`config.mk`:
```
export PLATFORM = sky130hd
export DESIGN_NAME = tmp_ctrl
export DESIGN_NICKNAME = d
export VERILOG_FILES = /design/src/hdl/tmp_pkg.sv /design/src/hdl/tmp_ctrl.sv
export SDC_FILE = /design/constraint.sdc
export NUM_CORES = 1
export LEC_CHECK = 0
export ABC_AREA = 1
export BUFFER_PORTS_ARGS = -buffer_cell sky130_fd_sc_hd__buf_2
export CAP_MARGIN = 5
export CORE_ASPECT_RATIO = 1.1
export CORE_MARGIN = 2
export CORE_UTILIZATION = 40
export CTS_CLUSTER_SIZE = 30
export DETAILED_ROUTE_END_ITERATION = 6
export PLACE_DENSITY = 0.58
export SLEW_MARGIN = 20
export SYNTH_ARGS = -nofsm -noshare
export SYNTH_HDL_FRONTEND = slang
export SYNTH_SLANG_ARGS = --single-unit
```
`constraint.sdc`:
```
create_clock -name clock -period 2.5 [get_ports clock]
set_input_delay 0.5 -clock clock [delete_from_list [all_inputs] [get_ports clock]]
set_output_delay 0.5 -clock clock [all_outputs]
set_load 0.01 [all_outputs]
```
`src/hdl/tmp_pkg.sv`:
```
// ----------------------------------------------------------------------------
// Trapezoid motion profile package
// Shared widths, datapath operation codes, phase codes, register indexes and
// the status bundle passed from the datapath to the controller.
// ----------------------------------------------------------------------------
`timescale 1ns / 1ps
`default_nettype none

package tmp_pkg;

   localparam int VALUE_WIDTH  = 32;
   localparam int DT_WIDTH     = 24;
   localparam int DT_FRAC_BITS = 24;
   localparam int PROD_WIDTH   = 2 * VALUE_WIDTH;
   localparam int CSR_IDX_W    = 2;

   typedef logic [4:0] op_type;

   // datapath operation codes
   localparam op_type OP_NOP        = 5'd0;
   localparam op_type OP_CAPTURE    = 5'd1;
   localparam op_type OP_REJECT     = 5'd2;
   localparam op_type OP_CHECK      = 5'd3;
   localparam op_type OP_SQ         = 5'd4;
   localparam op_type OP_DIVINIT_UP = 5'd5;
   localparam op_type OP_DIVINIT_DN = 5'd6;
   localparam op_type OP_DIVINIT_H  = 5'd7;
   localparam op_type OP_DIV_STEP   = 5'd8;
   localparam op_type OP_STORE_UP   = 5'd9;
   localparam op_type OP_STORE_DN   = 5'd10;
   localparam op_type OP_STORE_H    = 5'd11;
   localparam op_type OP_AD         = 5'd12;
   localparam op_type OP_SH         = 5'd13;
   localparam op_type OP_SQRT_INIT  = 5'd14;
   localparam op_type OP_SQRT_STEP  = 5'd15;
   localparam op_type OP_PEAK       = 5'd16;
   localparam op_type OP_BEGIN      = 5'd17;
   localparam op_type OP_FINISH     = 5'd18;
   localparam op_type OP_MUL_VDT    = 5'd19;
   localparam op_type OP_MUL_ADT    = 5'd20;
   localparam op_type OP_MUL_DDT    = 5'd21;
   localparam op_type OP_MUL_PDT    = 5'd22;
   localparam op_type OP_MUL_LOSS   = 5'd23;
   localparam op_type OP_ACCEL_UPD  = 5'd24;
   localparam op_type OP_DECEL_UPD  = 5'd25;
   localparam op_type OP_CRUISE_UPD = 5'd26;
   localparam op_type OP_EMIT       = 5'd27;

   // profile phase codes
   localparam logic [1:0] PH_IDLE   = 2'd0;
   localparam logic [1:0] PH_ACCEL  = 2'd1;
   localparam logic [1:0] PH_CRUISE = 2'd2;
   localparam logic [1:0] PH_DECEL  = 2'd3;

   // register indexes
   localparam logic [CSR_IDX_W-1:0] REG_ACCEL  = 2'd0;
   localparam logic [CSR_IDX_W-1:0] REG_DECEL  = 2'd1;
   localparam logic [CSR_IDX_W-1:0] REG_VLIM   = 2'd2;
   localparam logic [CSR_IDX_W-1:0] REG_TARGET = 2'd3;

   typedef struct packed {
      logic act;          // captured transaction is a start
      logic lim_bad;      // some limit register is zero
      logic tick_skip;    // idle or zero time step
      logic tick_finish;  // at target with zero velocity
      logic in_accel;     // position below ramp-up distance
      logic in_decel;     // position at or past deceleration start
      logic too_long;     // ramps exceed the move distance
      logic out_free;     // result register can take a new result
   } stat_type;

endpackage

`default_nettype wire

```
`src/hdl/tmp_ctrl.sv`:
```
// ----------------------------------------------------------------------------
// Trapezoid motion profile controller
// Sequences the datapath: handshake, planning with shared divider and
// square root steps, tick updates and result hand-off.
// ----------------------------------------------------------------------------
`timescale 1ns / 1ps
`default_nettype none

module tmp_ctrl (
   input  wire logic             clock,
   input  wire logic             reset,
   input  wire logic             req_valid,
   output logic                  req_stall,
   input  wire tmp_pkg::stat_type stat,
   output tmp_pkg::op_type       op
);
   import tmp_pkg::*;

   localparam logic [3:0] ST_IDLE     = 4'd0;
   localparam logic [3:0] ST_DISPATCH = 4'd1;
   localparam logic [3:0] ST_SQ       = 4'd2;
   localparam logic [3:0] ST_DIVI     = 4'd3;
   localparam logic [3:0] ST_DIVR     = 4'd4;
   localparam logic [3:0] ST_DIVS     = 4'd5;
   localparam logic [3:0] ST_PLAN     = 4'd6;
   localparam logic [3:0] ST_SH       = 4'd7;
   localparam logic [3:0] ST_SQI      = 4'd8;
   localparam logic [3:0] ST_SQR      = 4'd9;
   localparam logic [3:0] ST_PEAK     = 4'd10;
   localparam logic [3:0] ST_T1       = 4'd11;
   localparam logic [3:0] ST_T2       = 4'd12;
   localparam logic [3:0] ST_T3       = 4'd13;
   localparam logic [3:0] ST_CRU      = 4'd14;
   localparam logic [3:0] ST_EMIT     = 4'd15;

   localparam logic [1:0] DST_UP = 2'd0;
   localparam logic [1:0] DST_DN = 2'd1;
   localparam logic [1:0] DST_H  = 2'd2;

   localparam logic [5:0] DIV_LAST  = 6'd63;
   localparam logic [5:0] SQRT_LAST = 6'd31;

   logic [3:0] state_ff, state_in;
   logic [1:0] dst_ff, dst_in;
   logic       replan_ff, replan_in;
   logic       dec_ff, dec_in;
   logic [5:0] cnt_ff, cnt_in;

   assign req_stall = (state_ff != ST_IDLE);

   // next state and command
   always_comb begin
      state_in  = state_ff;
      dst_in    = dst_ff;
      replan_in = replan_ff;
      dec_in    = dec_ff;
      cnt_in    = cnt_ff;
      op        = OP_NOP;
      unique case (state_ff)
         ST_IDLE: begin
            if (req_valid) begin
               op       = OP_CAPTURE;
               state_in = ST_DISPATCH;
            end
         end
         ST_DISPATCH: begin
            if (stat.act) begin
               if (stat.lim_bad) begin
                  op       = OP_REJECT;
                  state_in = ST_EMIT;
               end else begin
                  op        = OP_CHECK;
                  dst_in    = DST_UP;
                  replan_in = 1'b0;
                  state_in  = ST_SQ;
               end
            end else begin
               priority if (stat.tick_skip) begin
                  state_in = ST_EMIT;
               end else if (stat.tick_finish) begin
                  op       = OP_FINISH;
                  state_in = ST_EMIT;
               end else if (stat.in_accel) begin
                  op       = OP_MUL_VDT;
                  dec_in   = 1'b0;
                  state_in = ST_T1;
               end else if (stat.in_decel) begin
                  op       = OP_MUL_VDT;
                  dec_in   = 1'b1;
                  state_in = ST_T1;
               end else begin
                  op       = OP_MUL_PDT;
                  state_in = ST_CRU;
               end
            end
         end
         ST_SQ: begin
            op       = OP_SQ;
            state_in = ST_DIVI;
         end
         ST_DIVI: begin
            unique case (dst_ff)
               DST_UP:  op = OP_DIVINIT_UP;
               DST_DN:  op = OP_DIVINIT_DN;
               default: op = OP_DIVINIT_H;
            endcase
            cnt_in   = '0;
            state_in = ST_DIVR;
         end
         ST_DIVR: begin
            op     = OP_DIV_STEP;
            cnt_in = cnt_ff + 6'd1;
            if (cnt_ff == DIV_LAST) begin
               state_in = ST_DIVS;
            end
         end
         ST_DIVS: begin
            unique case (dst_ff)
               DST_UP: begin
                  op       = OP_STORE_UP;
                  dst_in   = DST_DN;
                  state_in = ST_SQ;
               end
               DST_DN: begin
                  op       = OP_STORE_DN;
                  state_in = ST_PLAN;
               end
               default: begin
                  op       = OP_STORE_H;
                  state_in = ST_SH;
               end
            endcase
         end
         ST_PLAN: begin
            if (stat.too_long && !replan_ff) begin
               op       = OP_AD;
               dst_in   = DST_H;
               state_in = ST_DIVI;
            end else begin
               op       = OP_BEGIN;
               state_in = ST_EMIT;
            end
         end
         ST_SH: begin
            op       = OP_SH;
            state_in = ST_SQI;
         end
         ST_SQI: begin
            op       = OP_SQRT_INIT;
            cnt_in   = '0;
            state_in = ST_SQR;
         end
         ST_SQR: begin
            op     = OP_SQRT_STEP;
            cnt_in = cnt_ff + 6'd1;
            if (cnt_ff == SQRT_LAST) begin
               state_in = ST_PEAK;
            end
         end
         ST_PEAK: begin
            op        = OP_PEAK;
            replan_in = 1'b1;
            dst_in    = DST_UP;
            state_in  = ST_SQ;
         end
         ST_T1: begin
            op       = dec_ff ? OP_MUL_DDT : OP_MUL_ADT;
            state_in = ST_T2;
         end
         ST_T2: begin
            op       = OP_MUL_LOSS;
            state_in = ST_T3;
         end
         ST_T3: begin
            op       = dec_ff ? OP_DECEL_UPD : OP_ACCEL_UPD;
            state_in = ST_EMIT;
         end
         ST_CRU: begin
            op       = OP_CRUISE_UPD;
            state_in = ST_EMIT;
         end
         ST_EMIT: begin
            if (stat.out_free) begin
               op       = OP_EMIT;
               state_in = ST_IDLE;
            end
         end
         default: state_in = ST_IDLE;
      endcase
   end

   // state registers
   always_ff @(posedge clock) begin
      if (reset) begin
         state_ff  <= ST_IDLE;
         dst_ff    <= DST_UP;
         replan_ff <= 1'b0;
         dec_ff    <= 1'b0;
         cnt_ff    <= '0;
      end else begin
         state_ff  <= state_in;
         dst_ff    <= dst_in;
         replan_ff <= replan_in;
         dec_ff    <= dec_in;
         cnt_ff    <= cnt_in;
      end
   end

endmodule

`default_nettype wire

```
# [Word-level counts from Yosys, hierarchy flattened]
# Cells that the tools add are included.
[totals] regBits=14 input_bits=11 out_inout_bits=6 elab_cells=89
[classes] addsub=1 n_eq_ne=26 n_mux=38 bitwise_logic=3 n_reduce_logical=16
[op_table] op="5-bit case mux with 16 select lines" n=1
[op_table] op="4-bit case mux with 15 select lines" n=1
[op_table] op="4-bit == test, second input constant" n=8
[op_table] op="4-bit 2-to-1 mux" n=7
[op_table] op="3-bit 2-to-1 mux" n=7
[op_table] op="5-bit 2-to-1 mux" n=4
[op_table] op="4-bit by 3-bit == test with 1-bit output, second input constant" n=4
[op_table] op="2-bit inequality test, second input constant" n=8
[op_table] op="6-bit case mux with 2 select lines" n=1
[op_table] op="5-bit AND reduction" n=2
[op_table] op="4-bit by 2-bit == test with 1-bit output, second input constant" n=2
[op_table] op="1-bit 2-to-1 mux" n=8
[op_table] op="2-bit 2-to-1 mux" n=4
[op_table] op="2-bit case mux with 2 select lines" n=2
[op_table] op="2-bit case mux with 4 select lines" n=1
[op_table] op="4-bit nonzero test" n=2
[op_table] op="6-bit by 1-bit adder with 6-bit output, second input constant" n=1
[op_table] op="6-bit by 5-bit == test with 1-bit output, second input constant" n=1
[op_table] op="6-bit == test, second input constant" n=1
[op_table] op="3-bit case mux with 2 select lines" n=1
[op_table] op="2-bit nonzero test" n=3
[op_table] op="2-bit OR reduction" n=3
[op_table] op="4-bit by 1-bit == test with 1-bit output, second input constant" n=1
[op_table] op="4-bit zero test" n=1
[op_table] op="other kinds (8)" n=10

# [Depth between registers and ports, before layout]
[depth] ltp_word=6 ltp_mapped=11

# [Worst setup path after synthesis]
# No wires, ideal clock.
[synth_path] path_type="flip-flop to output port" start="register state_ff[1]" end="output op[0]" arrival_ps=1318 required_ps=2000 path_slack_ps=682 path_stages_with_launch=9 n_path_buf=1 cell_sequence="dfxtp_1 > inv_1 > ha_1 > buf_2 > o21ai_0 > nand2_1 > nor2_1 > nand3_1 > nand3_1"
[synth_via] elab_chain_len=2 elab_cells_between_ends=17
[synth_lines] item="from (decl)" line="tmp_ctrl.sv:43" source="logic [3:0] state_ff, state_in;"
[synth_lines] item="from (signal assigned)" line="tmp_ctrl.sv:201" source="state_ff <= state_in;"
[synth_lines] item="4-bit == test, or another cell as far along" line="tmp_ctrl.sv:59" source="unique case (state_ff)"
[synth_lines] item="5-bit case mux with 16 select lines (*)" line="tmp_ctrl.sv:59"
[synth_lines] item="to (decl)" line="tmp_ctrl.sv:15" source="output tmp_pkg::op_type op"
# Every way passes the cells marked *; elsewhere a longest branch is shown, timed or not.

# [Final worst setup path]
[layout_path] start="register state_ff[0]" end="output op[2]"
# The elaborated chain is that of the path after synthesis.

==> out/metrics.cfg <==
[floorplanning]
die_x_um = 57.9
die_y_um = 63.3
design.die.area_um2 = 3670
coreArea_um2 = 3050
start_util_pct = 42.0
rows = 21
io_pins = 17

[pwr]
p_switching_mw = 0.789
power_frac_comb_pct = 69.4
ir_drop_uv = 498
p_int_mw = 0.680
p_per_area_nw_per_um2 = 1030
p_sw_share_pct = 53.7
p_leak_nw = 0.775
power.share.clock_pct = 8.4
p_seq_share_pct = 22.2
power_mw = 1.47

[synth]
ys_top_cells_by_count = 60 x nand2_1, 30 x nor2_1, 27 x inv_1, 16 x nand3_1, 14 x dfxtp_1
yosys_register_bits = 14
synth_mux_area_share_pct = 0
synthesis.area_um2 = 1280
synthArstFlopShare_pct = 0
synth_area_leaders = dfxtp_1 22%, nand2_1 18%, nor2_1 8.8%, inv_1 7.9%, nand3_1 6.3%
synth_cell_type_count = 28
ys_seq_area_share_pct = 21.9
synthAdderAreaFrac_pct = 4.89
synth_top_family_by_area = simple AND/OR/NAND/NOR gates
synth_edf_count = 0
synth-simple-area-share_pct = 50.3
syn_nets = 230
synthCells = 214
synth_top_area_cell = dfxtp_1
synth_xor_area_share_pct = 0
synth_warnings = 0
synth_most_common_cell = nand2_1
ys.flop_type = dfxtp_1
synth_area_per_cell_um2 = 5.98
synth_top_area_share_pct = 21.9
synth_compound_area_share_pct = 12.3

[clock_tree]
ctsLongestPathBuffers = 2
cts_tree = built
path_clk_slew_ps = 80
cts_hold_buf = 0
cts_buffers = 3
htree_levels = 1
cts_root_buf = clkbuf_4
clock_sinks = 14
insertion_delay_ps = 270

[placement]
dpl.hpwl_um = 2710
portBuffers = 16
gp_congestion = 0.876

[global_routing]
grt_usage_pct = 18.9
antenna_found_initial = 0
grt.overflow.total = 0
grt_start_max_net_pins = 10
grt_pass1_vias = 1302
grt_first_pass_wirelength_um = 5540

[route]
wirelength_um = 3210
drt_iter0_drc = 48
drc = 0
vias_per_cell = 5.15
antenna_left = 0
wl_per_cell_um = 12.1
dr.pass1.iters = 4
vias = 1365

[timing]
clock_skew_ps = 0.826
slew_headroom_pct = 76.8
rsz0062_at_grt = false
worstMarginPinSlew_ps = 348
min_period_ps = 2330
max_freq_mhz = 430
fin_crit_sh_pct = 93.1
timing_hold_violations_final = 0
holdWs_ps = 401
report.final.slew_viol_count = 0
setup_violations = 0
finalSetupTns_ps = 0

[run]
cap_viol_max_count = 0

[critical_path]
critPathSlowestCell = dfxtp_1
max_stage_delay_ps = 360
cp-startpoint = state_ff[0]$_SDFFE_PP0P_
rr_worst_depth = 10
worst_setup_path_start_kind = flop
crit_type = flop to primary output
endpoint = op[2]
crit_family = buffers and inverters
r2r_setup_slack_ps = 830
path_buf_inv = 3
required_ps = 2000
endpoint_kind = primary output
cp_num_cells = 7
timing.rr.start = state_ff[0]$_SDFFE_PP0P_
crit_chain = inv_1 -> ha_2 -> o21ai_2 -> clkinv_2 -> nor2_1 -> nand3_1 -> buf_2
timing.rr.end = cnt_ff[5]$_SDFFE_PP0P_
worstPathArrival_ps = 1830
critPathMaxFanout = 8

[final_layout]
fin_nets = 249
multi_input_area_um2 = 870
seqCellArea_um2 = 280
fillers = 339
drive_above_1_share_pct = 20.8
num_antenna_cells = 0
area_growth_pct = 10.9

[hold_path]
worstHoldStart = stat[3]
holdCritPathClass = primary input to flop

[run_status]
status = finished clean

-- power groups by stage --
stage	clock network (mW)	registers [mW]	logic [mW]
global placement	0	0.331	1.01
floorplan	0	0.320	0.762
finish	0.123	0.326	1.02
detailed placement	0	0.332	1.00
global route	0.141	0.335	1.15
CTS	0.132	0.326	1.01
-- area by class of cell --
type,count,share of cell area (%)
Multi-Input combinational cell,165,61.2
Timing Repair Buffer,16,5.64
Clock buffer,3,1.59
Sequential cell,14,19.7
Tap cell,34,3.00
Inverter,33,8.81
-- flip-flops by register name, indices dropped and copies added, names as in the netlist --
signal,count
state_ff,4
dst_ff,2
cnt_ff,6
dec_ff,1
replan_ff,1
-- worst register-to-register path, stage by stage (launching register included) --
cell and delay [ps]:
dfxtp_1 360, inv_1 90, ha_2 260, o21ai_2 240
clkinv_2 150, nor2_4 200, nor2_4 60, nand2_1 60
nand2_1 40, nand2_1 60, nor2_2 30
-- per-stage QoR --
stage	setup slack [ps]	utilization [%]	cells	instance area, um2
global route	21.3	46.6	265	1420
CTS	77.9	46.4	265	1420
global placement	339	45.7	262	1390
detailed placement	396	45.7	262	1390
floorplan	682	-	214	1280
finish	172	46.6	265	1420
-- kinds of logic (layout without fill, tap and decap cells) --
logic type | Yosys count | count (layout)
flops | 14 | 14
buf+inv | 35 | 52
simple gates | 132 | 132
compound gates | 28 | 28
fa+ha+maj | 5 | 5
-- repair_timing --
action,4_1_cts,5_1_grt
setup buffers,0,0
gates resized for setup,0,2
endpoints found under the setup margin,0,2
-- per-layer routing --
layer | track usage (%) | share of wire (%) | vias up
met1 | 25.3 | 45 | 604
li1 | - | - | 717
met3 | 2.46 | 4.8 | 6
met4 | 4.65 | 1.1 | 0
met5 | 0 | 0 | -
met2 | 31.7 | 49 | 38
-- how the worst min path moves through the flow --
stage                              to  slack (ps)  depth (start not counted)
3_5_place_dp   replan_ff$_SDFFE_PP0P_         470                          2
4_1_cts           dec_ff$_SDFFE_PP0P_         390                          2
5_1_grt           dec_ff$_SDFFE_PP0P_         400                          2
3_3_place_gp   cnt_ff[1]$_SDFFE_PP0P_         470                          2
2_1_floorplan  replan_ff$_SDFFE_PP0P_         440                          2
6_report          dec_ff$_SDFFE_PP0P_         400                          2
-- cells in the final DEF (no fill, tap or decap) --
master	netlist	layout
nor2_1	30	30
nor4_1	1	1
nand2_2	1	1
nor2_4	6	6
nand3b_2	1	1
nand2_4	4	4
a31oi_1	1	1
nand2_1	60	60
o21ai_2	3	3
a21boi_0	1	1
inv_2	5	5
nor3_1	2	2
nand3_1	16	16
nor3b_2	1	1
buf_2	2	16
clkbuf_4	0	3
nor2_2	3	3
nand3b_1	1	1
a22oi_1	1	1
clkinv_2	1	1
o21ai_1	2	2
a21oi_1	11	11
ha_2	0	2
o21ai_0	9	9
dfxtp_1	14	14
ha_1	5	3
inv_1	27	27
nand3_2	1	1
or2_2	1	1
nand4_1	4	4
Power figures use the tool's default switching activity.
